**config.mk**
```make
export PLATFORM = sky130hd
export DESIGN_NAME = audio_downmix_rate_converter
export DESIGN_NICKNAME = d
export VERILOG_FILES = /design/src/design/admd_pkg.sv /design/src/design/admd_lane.sv /design/src/design/admd_merge_div.sv /design/src/design/audio_downmix_rate_converter.sv
export SDC_FILE = /design/constraint.sdc
export NUM_CORES = 1
export LEC_CHECK = 0
export ABC_AREA = 1
export BUFFER_PORTS_ARGS = -buffer_cell sky130_fd_sc_hd__buf_4
export CORE_MARGIN = 4
export CORE_UTILIZATION = 50
export DETAILED_ROUTE_END_ITERATION = 10
export PLACE_DENSITY = 0.69
export SLEW_MARGIN = 20
export SYNTH_ARGS = -nofsm -noshare
export SYNTH_HDL_FRONTEND = slang
export SYNTH_HIERARCHICAL = 1
export SYNTH_SLANG_ARGS = --single-unit
```
**constraint.sdc**
```tcl
create_clock -name clk -period 15.6 [get_ports clk]
set_input_delay 0.78 -clock clk [delete_from_list [all_inputs] [get_ports clk]]
set_output_delay 0.78 -clock clk [all_outputs]
set_load 0.05 [all_outputs]
```
**src/design/admd_pkg.sv**
```systemverilog
// ----------------------------------------------------------------------------
// admd_pkg
// Shared widths, register codes and inter-module control types for the
// audio downmix and rate converter.
// ----------------------------------------------------------------------------
package admd_pkg;

  // Fixed frame layout: one input lane per channel port.
  localparam int LANES         = 8;
  localparam int LANE_SUM_BITS = $clog2(LANES);

  // Register widths.
  localparam int CH_W       = 4;
  localparam int RATE_W     = 18;
  localparam int CFG_IDX_W  = 2;
  localparam int CFG_DATA_W = 18;

  // Defaults for the top-level parameters.
  localparam int DEF_MAX_CHANNELS = 8;
  localparam int DEF_TARGET_RATE  = 16000;
  localparam int DEF_SAMPLE_BITS  = 16;

  // Register values after reset.
  localparam logic [CH_W-1:0]   RESET_CHANNEL_COUNT = 4'd1;
  localparam logic [RATE_W-1:0] RESET_SOURCE_RATE   = 18'd16000;

  // Configuration register indexes.
  typedef enum logic [CFG_IDX_W-1:0] {
    CFG_CHANNEL_COUNT = 2'd0,
    CFG_SOURCE_RATE   = 2'd1
  } cfg_reg_t;

  // Per-lane capture control.
  typedef struct packed {
    logic load;
    logic enable;
  } admd_lane_ctl_t;

  // Request to the merge and divide stage.
  typedef struct packed {
    logic            start;
    logic [CH_W-1:0] divisor;
  } admd_div_req_t;

endpackage

```
**src/design/admd_lane.sv**
```systemverilog
// ----------------------------------------------------------------------------
// admd_lane
// One channel lane: captures its sample when the item is taken, or zero
// when the channel is not in use.
// ----------------------------------------------------------------------------
module admd_lane
  import admd_pkg::*;
#(
  parameter int SAMPLE_BITS = DEF_SAMPLE_BITS
) (
  input  logic                          clk,
  input  admd_lane_ctl_t                ctl,
  input  logic signed [SAMPLE_BITS-1:0] sample,
  output logic signed [SAMPLE_BITS-1:0] value
);

  logic signed [SAMPLE_BITS-1:0] value_r;

  always_ff @(posedge clk) begin
    if (ctl.load) begin
      value_r <= ctl.enable ? sample : '0;
    end
  end

  assign value = value_r;

endmodule

```
**src/design/admd_merge_div.sv**
```systemverilog
// ----------------------------------------------------------------------------
// admd_merge_div
// Adds the lane values and divides the sum by the channel count, truncating
// toward zero. The division is restoring, eight quotient bits a cycle.
// ----------------------------------------------------------------------------
module admd_merge_div
  import admd_pkg::*;
#(
  parameter int SAMPLE_BITS = DEF_SAMPLE_BITS
) (
  input  logic                          clk,
  input  logic                          rst_n,
  input  admd_div_req_t                 req,
  input  logic signed [SAMPLE_BITS-1:0] lane_value [LANES],
  output logic                          done,
  output logic signed [SAMPLE_BITS-1:0] mono
);

  localparam int SumW      = SAMPLE_BITS + LANE_SUM_BITS;
  localparam int DigW      = 8;
  localparam int DivCycles = (SumW + DigW - 1) / DigW;
  localparam int PadW      = DivCycles * DigW;
  localparam int CntW      = $clog2(DivCycles + 1);

  logic signed [SumW-1:0]        sum;
  logic [SumW-1:0]               mag;
  logic [PadW-1:0]               dvd_r;
  logic [PadW-1:0]               quo_r;
  logic [PadW-1:0]               quo_nxt;
  logic [PadW-1:0]               quo_signed;
  logic [CH_W-1:0]               rem_r;
  logic [CH_W-1:0]               rem_nxt;
  logic [CH_W-1:0]               div_r;
  logic [CntW-1:0]               cnt_r;
  logic                          neg_r;
  logic                          busy_r;
  logic                          done_r;
  logic signed [SAMPLE_BITS-1:0] mono_r;
  logic [DigW-1:0]               qbits;
  logic [CH_W:0]                 trial;

  // Merge: the disabled lanes hold zero.
  always_comb begin
    sum = '0;
    for (int i = 0; i < LANES; i++) begin
      sum = sum + SumW'(lane_value[i]);
    end
    mag = sum[SumW-1] ? SumW'(-sum) : SumW'(sum);
  end

  // One digit of eight quotient bits; the remainder stays below the divisor.
  always_comb begin
    rem_nxt = rem_r;
    qbits   = '0;
    trial   = '0;
    for (int k = 0; k < DigW; k++) begin
      trial = {rem_nxt, dvd_r[PadW-1-k]};
      if (trial >= {1'b0, div_r}) begin
        qbits[DigW-1-k] = 1'b1;
        rem_nxt         = CH_W'(trial - {1'b0, div_r});
      end else begin
        rem_nxt = trial[CH_W-1:0];
      end
    end
    quo_nxt    = {quo_r[PadW-DigW-1:0], qbits};
    quo_signed = neg_r ? PadW'(-quo_nxt) : quo_nxt;
  end

  always_ff @(posedge clk) begin
    if (!rst_n) begin
      busy_r <= 1'b0;
      done_r <= 1'b0;
      cnt_r  <= '0;
    end else begin
      done_r <= 1'b0;
      if (req.start) begin
        busy_r <= 1'b1;
        cnt_r  <= CntW'(DivCycles);
        dvd_r  <= PadW'(mag);
        quo_r  <= '0;
        rem_r  <= '0;
        neg_r  <= sum[SumW-1];
        div_r  <= req.divisor;
      end else if (busy_r) begin
        dvd_r <= dvd_r << DigW;
        quo_r <= quo_nxt;
        rem_r <= rem_nxt;
        cnt_r <= cnt_r - 1'b1;
        if (cnt_r == CntW'(1)) begin
          busy_r <= 1'b0;
          done_r <= 1'b1;
          mono_r <= quo_signed[SAMPLE_BITS-1:0];
        end
      end
    end
  end

  assign done = done_r;
  assign mono = mono_r;

endmodule

```
**src/design/audio_downmix_rate_converter.sv**
```systemverilog
// ----------------------------------------------------------------------------
// audio_downmix_rate_converter
// Averages the channels in use of a multichannel frame into one mono sample
// and resamples to a fixed target rate by nearest-neighbour repetition.
// ----------------------------------------------------------------------------
//
//   Channel   Direction  Handshake            Payload
//   in_       into block in_valid / in_stall   in_sample_ch0..7, in_end_of_buffer
//   out_      out        out_valid / out_stall out_mono_sample, out_last_of_run
//   cfg_      into block cfg_valid / cfg_ready cfg_index, cfg_data
//
// An item causes n results, where n is 0 to 4. The next item is taken only
// once the block is idle again: after the serial divider has finished and
// every result of the item has entered the single output register, which
// takes one result a cycle while the output is not stalled. The serial
// divider and that output register set the spacing of items.
// Reset is synchronous and active low; it restores the register defaults
// and clears the phase accumulator. A stalled output holds its result; the
// next result waits, and the next item may be taken while the last result
// of the previous one still waits.
//
module audio_downmix_rate_converter
  import admd_pkg::*;
#(
  parameter int MAX_CHANNELS = DEF_MAX_CHANNELS,
  parameter int TARGET_RATE  = DEF_TARGET_RATE,
  parameter int SAMPLE_BITS  = DEF_SAMPLE_BITS
) (
  input  logic                          clk,
  input  logic                          rst_n,
  // Frame channel
  input  logic                          in_valid,
  output logic                          in_stall,
  input  logic signed [SAMPLE_BITS-1:0] in_sample_ch0,
  input  logic signed [SAMPLE_BITS-1:0] in_sample_ch1,
  input  logic signed [SAMPLE_BITS-1:0] in_sample_ch2,
  input  logic signed [SAMPLE_BITS-1:0] in_sample_ch3,
  input  logic signed [SAMPLE_BITS-1:0] in_sample_ch4,
  input  logic signed [SAMPLE_BITS-1:0] in_sample_ch5,
  input  logic signed [SAMPLE_BITS-1:0] in_sample_ch6,
  input  logic signed [SAMPLE_BITS-1:0] in_sample_ch7,
  input  logic                          in_end_of_buffer,
  // Result channel
  output logic                          out_valid,
  input  logic                          out_stall,
  output logic signed [SAMPLE_BITS-1:0] out_mono_sample,
  output logic                          out_last_of_run,
  // Configuration write channel
  input  logic                          cfg_valid,
  output logic                          cfg_ready,
  input  logic [CFG_IDX_W-1:0]          cfg_index,
  input  logic [CFG_DATA_W-1:0]         cfg_data
);

  // The accumulator holds the phase plus one target step before any
  // subtraction, which needs one bit over the rate register.
  localparam int AccW    = RATE_W + 1;
  localparam int MinRate = (TARGET_RATE + 3) / 4;

  typedef enum logic [1:0] {
    ST_IDLE,
    ST_START,
    ST_DIV,
    ST_EMIT
  } state_t;

  state_t                        state_r;
  logic [CH_W-1:0]               chan_count_r;
  logic [RATE_W-1:0]             src_rate_r;
  logic [RATE_W-1:0]             phase_r;
  logic [AccW-1:0]               acc_r;
  logic                          out_valid_r;
  logic signed [SAMPLE_BITS-1:0] out_mono_r;
  logic                          out_last_r;

  logic [CH_W-1:0]               chans_eff;
  logic [RATE_W-1:0]             rate_eff;
  logic [AccW-1:0]               rate_ext;
  logic [AccW-1:0]               acc_diff;
  logic                          in_accept;
  logic                          slot_free;
  logic                          last_one;
  logic                          div_done;
  logic signed [SAMPLE_BITS-1:0] div_mono;
  admd_div_req_t                 div_req;
  admd_lane_ctl_t                lane_ctl [LANES];
  logic signed [SAMPLE_BITS-1:0] lane_in  [LANES];
  logic signed [SAMPLE_BITS-1:0] lane_val [LANES];

  // Effective register values: a zero channel count means one channel and
  // the count saturates at the parameter; a zero rate means the target rate,
  // and the rate is held at the bound that keeps a frame to four results.
  always_comb begin
    chans_eff = chan_count_r;
    if (chans_eff == '0) begin
      chans_eff = CH_W'(1);
    end else if (chans_eff > CH_W'(MAX_CHANNELS)) begin
      chans_eff = CH_W'(MAX_CHANNELS);
    end
    rate_eff = src_rate_r;
    if (rate_eff == '0) begin
      rate_eff = RATE_W'(TARGET_RATE);
    end
    if (rate_eff < RATE_W'(MinRate)) begin
      rate_eff = RATE_W'(MinRate);
    end
  end

  assign rate_ext  = AccW'(rate_eff);
  assign acc_diff  = acc_r - rate_ext;
  assign last_one  = acc_diff < rate_ext;
  assign in_stall  = (state_r != ST_IDLE);
  assign in_accept = in_valid && !in_stall;
  assign slot_free = !out_valid_r || !out_stall;

  // Always ready; the user must see the block is only written idle; not enforced.
  assign cfg_ready = 1'b1;

  // The end-of-buffer flag travels with the frame but has no bearing on the
  // results, so it is not stored.

  assign lane_in[0] = in_sample_ch0;
  assign lane_in[1] = in_sample_ch1;
  assign lane_in[2] = in_sample_ch2;
  assign lane_in[3] = in_sample_ch3;
  assign lane_in[4] = in_sample_ch4;
  assign lane_in[5] = in_sample_ch5;
  assign lane_in[6] = in_sample_ch6;
  assign lane_in[7] = in_sample_ch7;

  // Channel lanes: each captures its sample when the frame is taken, or
  // zero when its channel lies beyond the effective count.
  for (genvar i = 0; i < LANES; i++) begin : g_lane
    assign lane_ctl[i].load   = in_accept;
    assign lane_ctl[i].enable = (CH_W'(i) < chans_eff);

    admd_lane #(
      .SAMPLE_BITS (SAMPLE_BITS)
    ) u_lane (
      .clk    (clk),
      .ctl    (lane_ctl[i]),
      .sample (lane_in[i]),
      .value  (lane_val[i])
    );
  end

  assign div_req.start   = (state_r == ST_START);
  assign div_req.divisor = chans_eff;

  // Merging stage: sum of the lanes, then the truncating division.
  admd_merge_div #(
    .SAMPLE_BITS (SAMPLE_BITS)
  ) u_merge_div (
    .clk        (clk),
    .rst_n      (rst_n),
    .req        (div_req),
    .lane_value (lane_val),
    .done       (div_done),
    .mono       (div_mono)
  );

  // Sequencer, configuration registers, phase accumulator and the output
  // register. One result leaves per cycle while the output can take it; the
  // result that brings the accumulator below the rate is the last of the
  // frame, and its remainder becomes the new phase.
  always_ff @(posedge clk) begin
    if (!rst_n) begin
      state_r      <= ST_IDLE;
      chan_count_r <= RESET_CHANNEL_COUNT;
      src_rate_r   <= RESET_SOURCE_RATE;
      phase_r      <= '0;
      acc_r        <= '0;
      out_valid_r  <= 1'b0;
    end else begin
      if (out_valid_r && !out_stall) begin
        out_valid_r <= 1'b0;
      end

      if (cfg_valid && cfg_ready) begin
        unique case (cfg_index)
          CFG_CHANNEL_COUNT: begin
            chan_count_r <= cfg_data[CH_W-1:0];
            phase_r      <= '0;
          end
          CFG_SOURCE_RATE: begin
            src_rate_r <= cfg_data[RATE_W-1:0];
            phase_r    <= '0;
          end
          default: begin
            // Unknown index: the write is dropped.
          end
        endcase
      end

      unique case (state_r)
        ST_IDLE: begin
          if (in_accept) begin
            acc_r   <= AccW'(phase_r) + AccW'(TARGET_RATE);
            state_r <= ST_START;
          end
        end
        ST_START: begin
          state_r <= ST_DIV;
        end
        ST_DIV: begin
          if (div_done) begin
            state_r <= ST_EMIT;
          end
        end
        ST_EMIT: begin
          if (acc_r < rate_ext) begin
            // The frame gives no result.
            phase_r <= acc_r[RATE_W-1:0];
            state_r <= ST_IDLE;
          end else if (slot_free) begin
            out_valid_r <= 1'b1;
            out_mono_r  <= div_mono;
            out_last_r  <= last_one;
            acc_r       <= acc_diff;
            if (last_one) begin
              phase_r <= acc_diff[RATE_W-1:0];
              state_r <= ST_IDLE;
            end
          end
        end
        default: begin
          state_r <= ST_IDLE;
        end
      endcase
    end
  end

  assign out_valid       = out_valid_r;
  assign out_mono_sample = out_mono_r;
  assign out_last_of_run = out_last_r;

endmodule
```
Word-level counts from Yosys, hierarchy flattened --
Cells that the tools add are included.
Word-level totals: register bits 268, output and inout port bits 20, logic and storage cells 156
Operators by class: add/subtract/negate cells 20, magnitude comparators 20, equality and inequality tests 11, muxes and demuxes 52, bitwise gates (word level) 4, reduce and logical (&&, ||, !) cells 23
Operators by type and width (count):
- 18-bit 2-to-1 mux | 8
- 19-bit by 16-bit adder with 19-bit output | 5
- 19-bit 2-to-1 mux | 5
- 4-bit 2-to-1 mux | 11
- 5-bit by 4-bit >= comparator with 1-bit output | 8
- 19-bit by 18-bit < comparator with 1-bit output | 2
- 19-bit one-hot mux with 2 select lines | 1
- 4-bit subtractor | 8
- 24-bit 2-to-1 mux | 1
- 18-bit by 14-bit adder with 19-bit output (second input constant) | 1
- 19-bit negation | 1
- 19-bit by 18-bit subtractor with 19-bit output | 1
- 17-bit by 16-bit adder with 18-bit output | 1
- 18-bit zero test | 1
- 18-bit by 12-bit < comparator with 1-bit output (second input constant) | 1
- 16-bit by 16-bit adder with 17-bit output | 1
- 3-bit by 4-bit < comparator with 1-bit output (first input constant) | 4
- 1-bit 2-to-1 mux | 16
- 16-bit 2-to-1 mux | 1
- 16-bit negation | 1
- 4-bit AND reduction | 4
- 2-bit 2-to-1 mux | 7
- 1-bit by 4-bit < comparator with 1-bit output (first input constant) | 2
- 2-bit by 4-bit < comparator with 1-bit output (first input constant) | 2
- other kinds (19) | 37

Longest topological paths before layout --
depth after elaboration 18, depth in mapped cells 83

Modules after synthesis --
Netlist, hierarchy kept.
By module, submodules not included:
- admd_merge_div | times used 1, cells each 869, area an instance 7773.7 um^2, seq. area each 1791.7 um^2
- audio_downmix_rate_converter | times used 1, cells each 761, area an instance 5313.8 um^2, seq. area each 1751.7 um^2
- admd_lane | times used 8, cells each 50, area an instance 644.4 um^2, seq. area each 480.5 um^2

Least setup slack after synthesis --
OpenSTA, ideal clock, no wires.
path kind reg-to-reg, from register u_merge_div.div_r[1], to register u_merge_div.mono_r[14] (netlist: u_merge_div/mono[14]), data pin, setup time 258 ps, arrival 11714 ps, slack 3629 ps, cell stages (with the launch flop) 81, path buffers 2, clock period less this slack 11971 ps, cell sequence edfxtp_1 inv_1 ha_1 nand2_1 o21ai_2 inv_2 nand2_4 inv_2 nand2_1 nand2_1 ha_1 nand2_1 nand2_1 nand2_1 nand2_1 a21oi_2 nand2_1 nor2_4 [... 45 more ...] nand2_1 o21ai_1 ha_1 a21oi_1 inv_1 o21a_1 nor3_1 inv_1 nor2_8 nand2_4 inv_2 ha_1 inv_1 nor2_2 nand3_1 o21ai_1 o21a_1 xnor2_1
On the way: word-level cells in the longest chain between the ends 18
RTL lines:
- from (decl) | line admd_merge_div.sv:33 | logic [CH_W-1:0] div_r;
- from (signal assigned) | line admd_merge_div.sv:83 | div_r <= req.divisor;
- 4-bit subtractor / 5-bit by 4-bit >= comparator with 1-bit output (equally long branches) | line admd_merge_div.sv:60, admd_merge_div.sv:58
- 4-bit 2-to-1 mux | line admd_merge_div.sv:58 | if (trial >= {1'b0, div_r}) begin
- 4-bit subtractor / 5-bit by 4-bit >= comparator with 1-bit output (equally long branches) | line admd_merge_div.sv:60, admd_merge_div.sv:58
- 4-bit 2-to-1 mux | line admd_merge_div.sv:58
- 4-bit subtractor / 5-bit by 4-bit >= comparator with 1-bit output (equally long branches) | line admd_merge_div.sv:60, admd_merge_div.sv:58
- 4-bit 2-to-1 mux | line admd_merge_div.sv:58
- 5-bit by 4-bit >= comparator with 1-bit output / 4-bit subtractor (equally long branches) | line admd_merge_div.sv:58, admd_merge_div.sv:60
- 4-bit 2-to-1 mux | line admd_merge_div.sv:58
- [... 4 more ...]
- 4-bit subtractor / 5-bit by 4-bit >= comparator with 1-bit output (equally long branches) | line admd_merge_div.sv:60, admd_merge_div.sv:58
- 4-bit 2-to-1 mux | line admd_merge_div.sv:58
- 5-bit by 4-bit >= comparator with 1-bit output (*) | line admd_merge_div.sv:58
- 1-bit 2-to-1 mux (*) | line admd_merge_div.sv:58
- net u_merge_div.qbits[0] | line admd_merge_div.sv:39 | logic [DigW-1:0] qbits;
- 16-bit negation (*) | line admd_merge_div.sv:66 | quo_signed = neg_r ? PadW'(-quo_nxt) : quo_nxt;
- 16-bit 2-to-1 mux (*) | line admd_merge_div.sv:66
- net u_merge_div.quo_signed[14] | line admd_merge_div.sv:30 | logic [PadW-1:0] quo_signed;
- to (signal assigned) | line admd_merge_div.sv:92 | mono_r <= quo_signed[SAMPLE_BITS-1:0];
- to (decl) | line admd_merge_div.sv:38 | logic signed [SAMPLE_BITS-1:0] mono_r;
Mark *: on every way through the listed nets, which the timed path passes. The rest lies on a longest branch. A chain may end at the register's enable or synchronous reset.

Worst setup path in the final report --
Ends and elaborated chain as after synthesis.

==> flow_summary.html <==
<table>
<tr><th>Metric</th><th>Value</th></tr>
<tr><th colspan="2">Run status</th></tr>
<tr><td>Outcome</td><td>finished clean</td></tr>
<tr><th colspan="2">Synth</th></tr>
<tr><td>Post-Syn Area</td><td>about 0.018 mm2</td></tr>
<tr><td>Ranking of synthesized cells by instance count</td><td>sky130_fd_sc_hd__nand2_1 (442), sky130_fd_sc_hd__inv_1 (408), sky130_fd_sc_hd__edfxtp_1 (202)</td></tr>
<tr><td>Synth top area share</td><td>33.3%</td></tr>
<tr><td>Mapped Cells</td><td>~2,000</td></tr>
<tr><td>Cell type with the highest aggregate area in the netlist</td><td>sky130_fd_sc_hd__edfxtp_1</td></tr>
<tr><td>Syn avg cell area</td><td>between 8 and 9 um2</td></tr>
<tr><td>Synthesis warning total</td><td>6</td></tr>
<tr><td>Fraction of registers with async set/reset</td><td>0%</td></tr>
<tr><td>Count of different cell masters after synthesis</td><td>54</td></tr>
<tr><td>Seq/Total Area, Yosys</td><td>40.5%</td></tr>
<tr><td>Dominant register cell in the synthesized netlist</td><td>sky130_fd_sc_hd__edfxtp_1</td></tr>
<tr><td>Synth Register Bits</td><td>268</td></tr>
<tr><td>Top-count cell post-synth</td><td>sky130_fd_sc_hd__nand2_1</td></tr>
<tr><td>Cell types with the largest area share after synthesis</td><td>sky130_fd_sc_hd__edfxtp_1 (33%), sky130_fd_sc_hd__fa_1 (12%), sky130_fd_sc_hd__nand2_1 (9.1%), sky130_fd_sc_hd__inv_1 (8.4%), sky130_fd_sc_hd__dfxtp_1 (7.2%)</td></tr>
<tr><td>Number of flops mapped to enable cells by yosys</td><td>202</td></tr>
<tr><th colspan="2">Timing</th></tr>
<tr><td>Sum Neg Setup Slack</td><td>0 ns</td></tr>
<tr><td>Setup violations, final</td><td>0</td></tr>
<tr><td>Maximum achievable frequency</td><td>just over 0.07 GHz</td></tr>
<tr><td>Fin Clk Skew</td><td>0.0149 ns</td></tr>
<tr><td>Final hold violation count</td><td>0</td></tr>
<tr><td>Number of slew-limit violations in the final report</td><td>0</td></tr>
<tr><td>Min cycle time layout</td><td>13.92 ns</td></tr>
<tr><td>Period utilisation layout</td><td>89.2%</td></tr>
<tr><td>Setup repair after global routing missed its margin</td><td>false</td></tr>
<tr><td>Worst slew margin relative to its limit</td><td>a little over a quarter</td></tr>
<tr><td>Worst slew pin tran</td><td>1.09 ns</td></tr>
<tr><th colspan="2">Die</th></tr>
<tr><td>FP Rows</td><td>between 60 and 70</td></tr>
<tr><td>Die area</td><td>~0.04 mm2</td></tr>
<tr><td>Die outline height</td><td>approximately 200 um</td></tr>
<tr><td>Die extent in x</td><td>199 um</td></tr>
<tr><td>Floorplan core area</td><td>between 0.03 and 0.04 mm2</td></tr>
<tr><td>Number of placed I/O pins</td><td>174</td></tr>
<tr><td>Starting Density</td><td>51.0%</td></tr>
<tr><th colspan="2">Clock tree</th></tr>
<tr><td>Number of buffers added by the clock tree synthesis step</td><td>30</td></tr>
<tr><td>Clock transition at the register clock pins on the worst setup and hold paths after CTS</td><td>0.06 ns</td></tr>
<tr><td>CTS Buffer Depth</td><td>3</td></tr>
<tr><td>TritonCTS clock tree</td><td>done</td></tr>
<tr><td>Post-CTS setup buffer count</td><td>0</td></tr>
<tr><td>Post-cts gate resize count</td><td>0</td></tr>
<tr><td>Number of hold-repair buffers added at the cts stage</td><td>0</td></tr>
<tr><td>H-Tree Level Count</td><td>1</td></tr>
<tr><td>Number of sinks on the clock net</td><td>around 270</td></tr>
<tr><td>Buffer cell driving the clock tree root</td><td>sky130_fd_sc_hd__clkbuf_16</td></tr>
<tr><td>Later-pin clock latency in the skew report</td><td>0.58 ns</td></tr>
<tr><th colspan="2">Route</th></tr>
<tr><td>Vias after detailed routing</td><td>13,500</td></tr>
<tr><td>Remaining DRCs</td><td>0</td></tr>
<tr><td>Routed via count divided by cell count</td><td>between 5 and 6</td></tr>
<tr><td>Aggregate routed wire length</td><td>around 40,000 um</td></tr>
<tr><td>Number of design-rule violations left by the first detailed-router iteration</td><td>between 700 and 800</td></tr>
<tr><td>Wirelength per Cell</td><td>15.3 um</td></tr>
<tr><td>Final ANT Viol Nets</td><td>0</td></tr>
<tr><td>Number of detailed-route iterations in the first pass</td><td>8</td></tr>
<tr><th colspan="2">Critical path</th></tr>
<tr><td>Slowest-stage cell, CP</td><td>sky130_fd_sc_hd__edfxtp_1</td></tr>
<tr><td>Worst EP required</td><td>roughly 16 ns</td></tr>
<tr><td>Worst setup SP type</td><td>register</td></tr>
<tr><td>Setup Crit Path Kind</td><td>register to register</td></tr>
<tr><td>Number of cells traversed by the worst register-to-register path</td><td>77</td></tr>
<tr><td>Crit end category</td><td>register</td></tr>
<tr><td>CP Data Arrival Time</td><td>14.24 ns</td></tr>
<tr><td>Cell repeated most along the worst path</td><td>sky130_fd_sc_hd__nand2_1</td></tr>
<tr><td>Maximum net fanout on the critical path</td><td>11</td></tr>
<tr><td>Stage delay of the slowest cell on the critical path</td><td>0.69 ns</td></tr>
<tr><th colspan="2">Place</th></tr>
<tr><td>Detailed placement HPWL</td><td>31,000 um</td></tr>
<tr><td>Number of I/O port buffers</td><td>171</td></tr>
<tr><td>Global placer's final weighted congestion</td><td>0.856</td></tr>
<tr><th colspan="2">Cells and area</th></tr>
<tr><td>Layout overhead on the synthesized area</td><td>14.2%</td></tr>
<tr><td>Antenna Diode Count</td><td>0</td></tr>
<tr><td>Post-route core utilization</td><td>roughly 60%</td></tr>
<tr><td>Number of nets in the finished design</td><td>2,549</td></tr>
<tr><td>Share of final-layout standard cells stronger than drive strength 1</td><td>16.0%</td></tr>
<tr><th colspan="2">GRT</th></tr>
<tr><td>Initial antenna violation count</td><td>0</td></tr>
<tr><td>Wire length of the first global-routing pass</td><td>66,300 um</td></tr>
<tr><td>Vias in the first global route</td><td>approximately 14,000</td></tr>
<tr><td>Congestion Overflow GR</td><td>0</td></tr>
<tr><td>Overall global routing resource usage</td><td>20.8%</td></tr>
<tr><td>Pin count of the biggest net entering global routing</td><td>77</td></tr>
<tr><th colspan="2">Min path</th></tr>
<tr><td>Worst hold stages</td><td>3</td></tr>
<tr><td>Hold Path Class</td><td>input port to register</td></tr>
<tr><th colspan="2">Run</th></tr>
<tr><td>Max-cap violations</td><td>0</td></tr>
</table>
[metrics by stage]
step                hold WS [ns]  cells  instance area (um2)  setup WS (ns)
floorplan                  0.400   2031                18200           3.63
global placement           0.402   2623                19800           1.83
detailed placement         0.405   2623                19800           1.45
CTS                        0.388   2679                20800           1.38
global route               0.405   2679                20800          0.141
finish                     0.412   2679                20800           1.68
[area by class of cell]
type,count,area (um2)
repair buffers,181,1360
fillers,3201,14900
clock inverters,24,302
inverters,427,1610
clock buffers,32,758
multi-input cells,1286,8840
flip-flops and latches,268,7390
well taps,461,577
[final timing paths]
path / startpoint / to / slack, ns
min reg2reg: u_merge_div/mono[6] / out_mono_sample[6] / 0.42
min: cfg_data[7] / src_rate_r[7] / 0.41
max reg2reg: u_merge_div/div_r[1] / u_merge_div/mono[14] / 1.68
max: u_merge_div/div_r[1] / u_merge_div/mono[14] / 1.68
[layout by cell type, fill, tap and decap left out, types with 20 or more instances in the layout]
cell	n
sky130_fd_sc_hd__ha_1	93
sky130_fd_sc_hd__fa_1	108
sky130_fd_sc_hd__nand4_1	20
sky130_fd_sc_hd__nand2_1	442
sky130_fd_sc_hd__buf_4	181
sky130_fd_sc_hd__dfxtp_1	66
sky130_fd_sc_hd__edfxtp_1	202
sky130_fd_sc_hd__xor2_1	45
sky130_fd_sc_hd__nand3_1	82
sky130_fd_sc_hd__inv_1	407
sky130_fd_sc_hd__nor2_1	98
sky130_fd_sc_hd__a21oi_1	113
sky130_fd_sc_hd__o21ai_0	72
sky130_fd_sc_hd__clkbuf_16	30
sky130_fd_sc_hd__nand2_2	52
[worst max-delay path: cells and delay by family (launching register included)]
family	cells	cell delay (ns)
flip-flops	1	0.69
AND/OR/NAND/NOR	35	4.74
buffers and inverters	12	1.25
XOR/XNOR	1	0.06
adder cells (fa/ha/maj)	9	2.83
AO/OA/AOI/OAI	20	4.08
[flip-flops by register name, indices dropped and copies added (netlist names), 8 cells and up]
register / count
out_mono_sample: 16
g_lane.u_lane/value: 128
u_merge_div/mono: 16
u_merge_div/quo_r: 8
phase_r: 18
acc_r: 19
src_rate_r: 18
u_merge_div/dvd_r: 24
[routing by layer]
| metal | up-vias | routed length, um | track usage (%) |
|---|---|---|---|
| met3 | 59 | 2400 | 3.08 |
| met4 | 0 | 1100 | 5.57 |
| met5 | - | 0 | 0 |
| met1 | 6278 | 17500 | 27.4 |
| met2 | 367 | 20100 | 36.1 |
| li1 | 6769 | - | - |
[cells by family after synthesis]
group / share of synthesized area (%)
and+or+nand+nor: 19.0
buffers and inverters: 11.1
DFF: 40.5
AOI/OAI and AO/OA: 8.09
adders and majority gates: 18.2
xor gates and xnor gates: 2.98
other: 0.0206
Power is left out: the tool's default activity adds up to more than one toggle a clock period on the data nets, which glitch-free logic cannot reach.
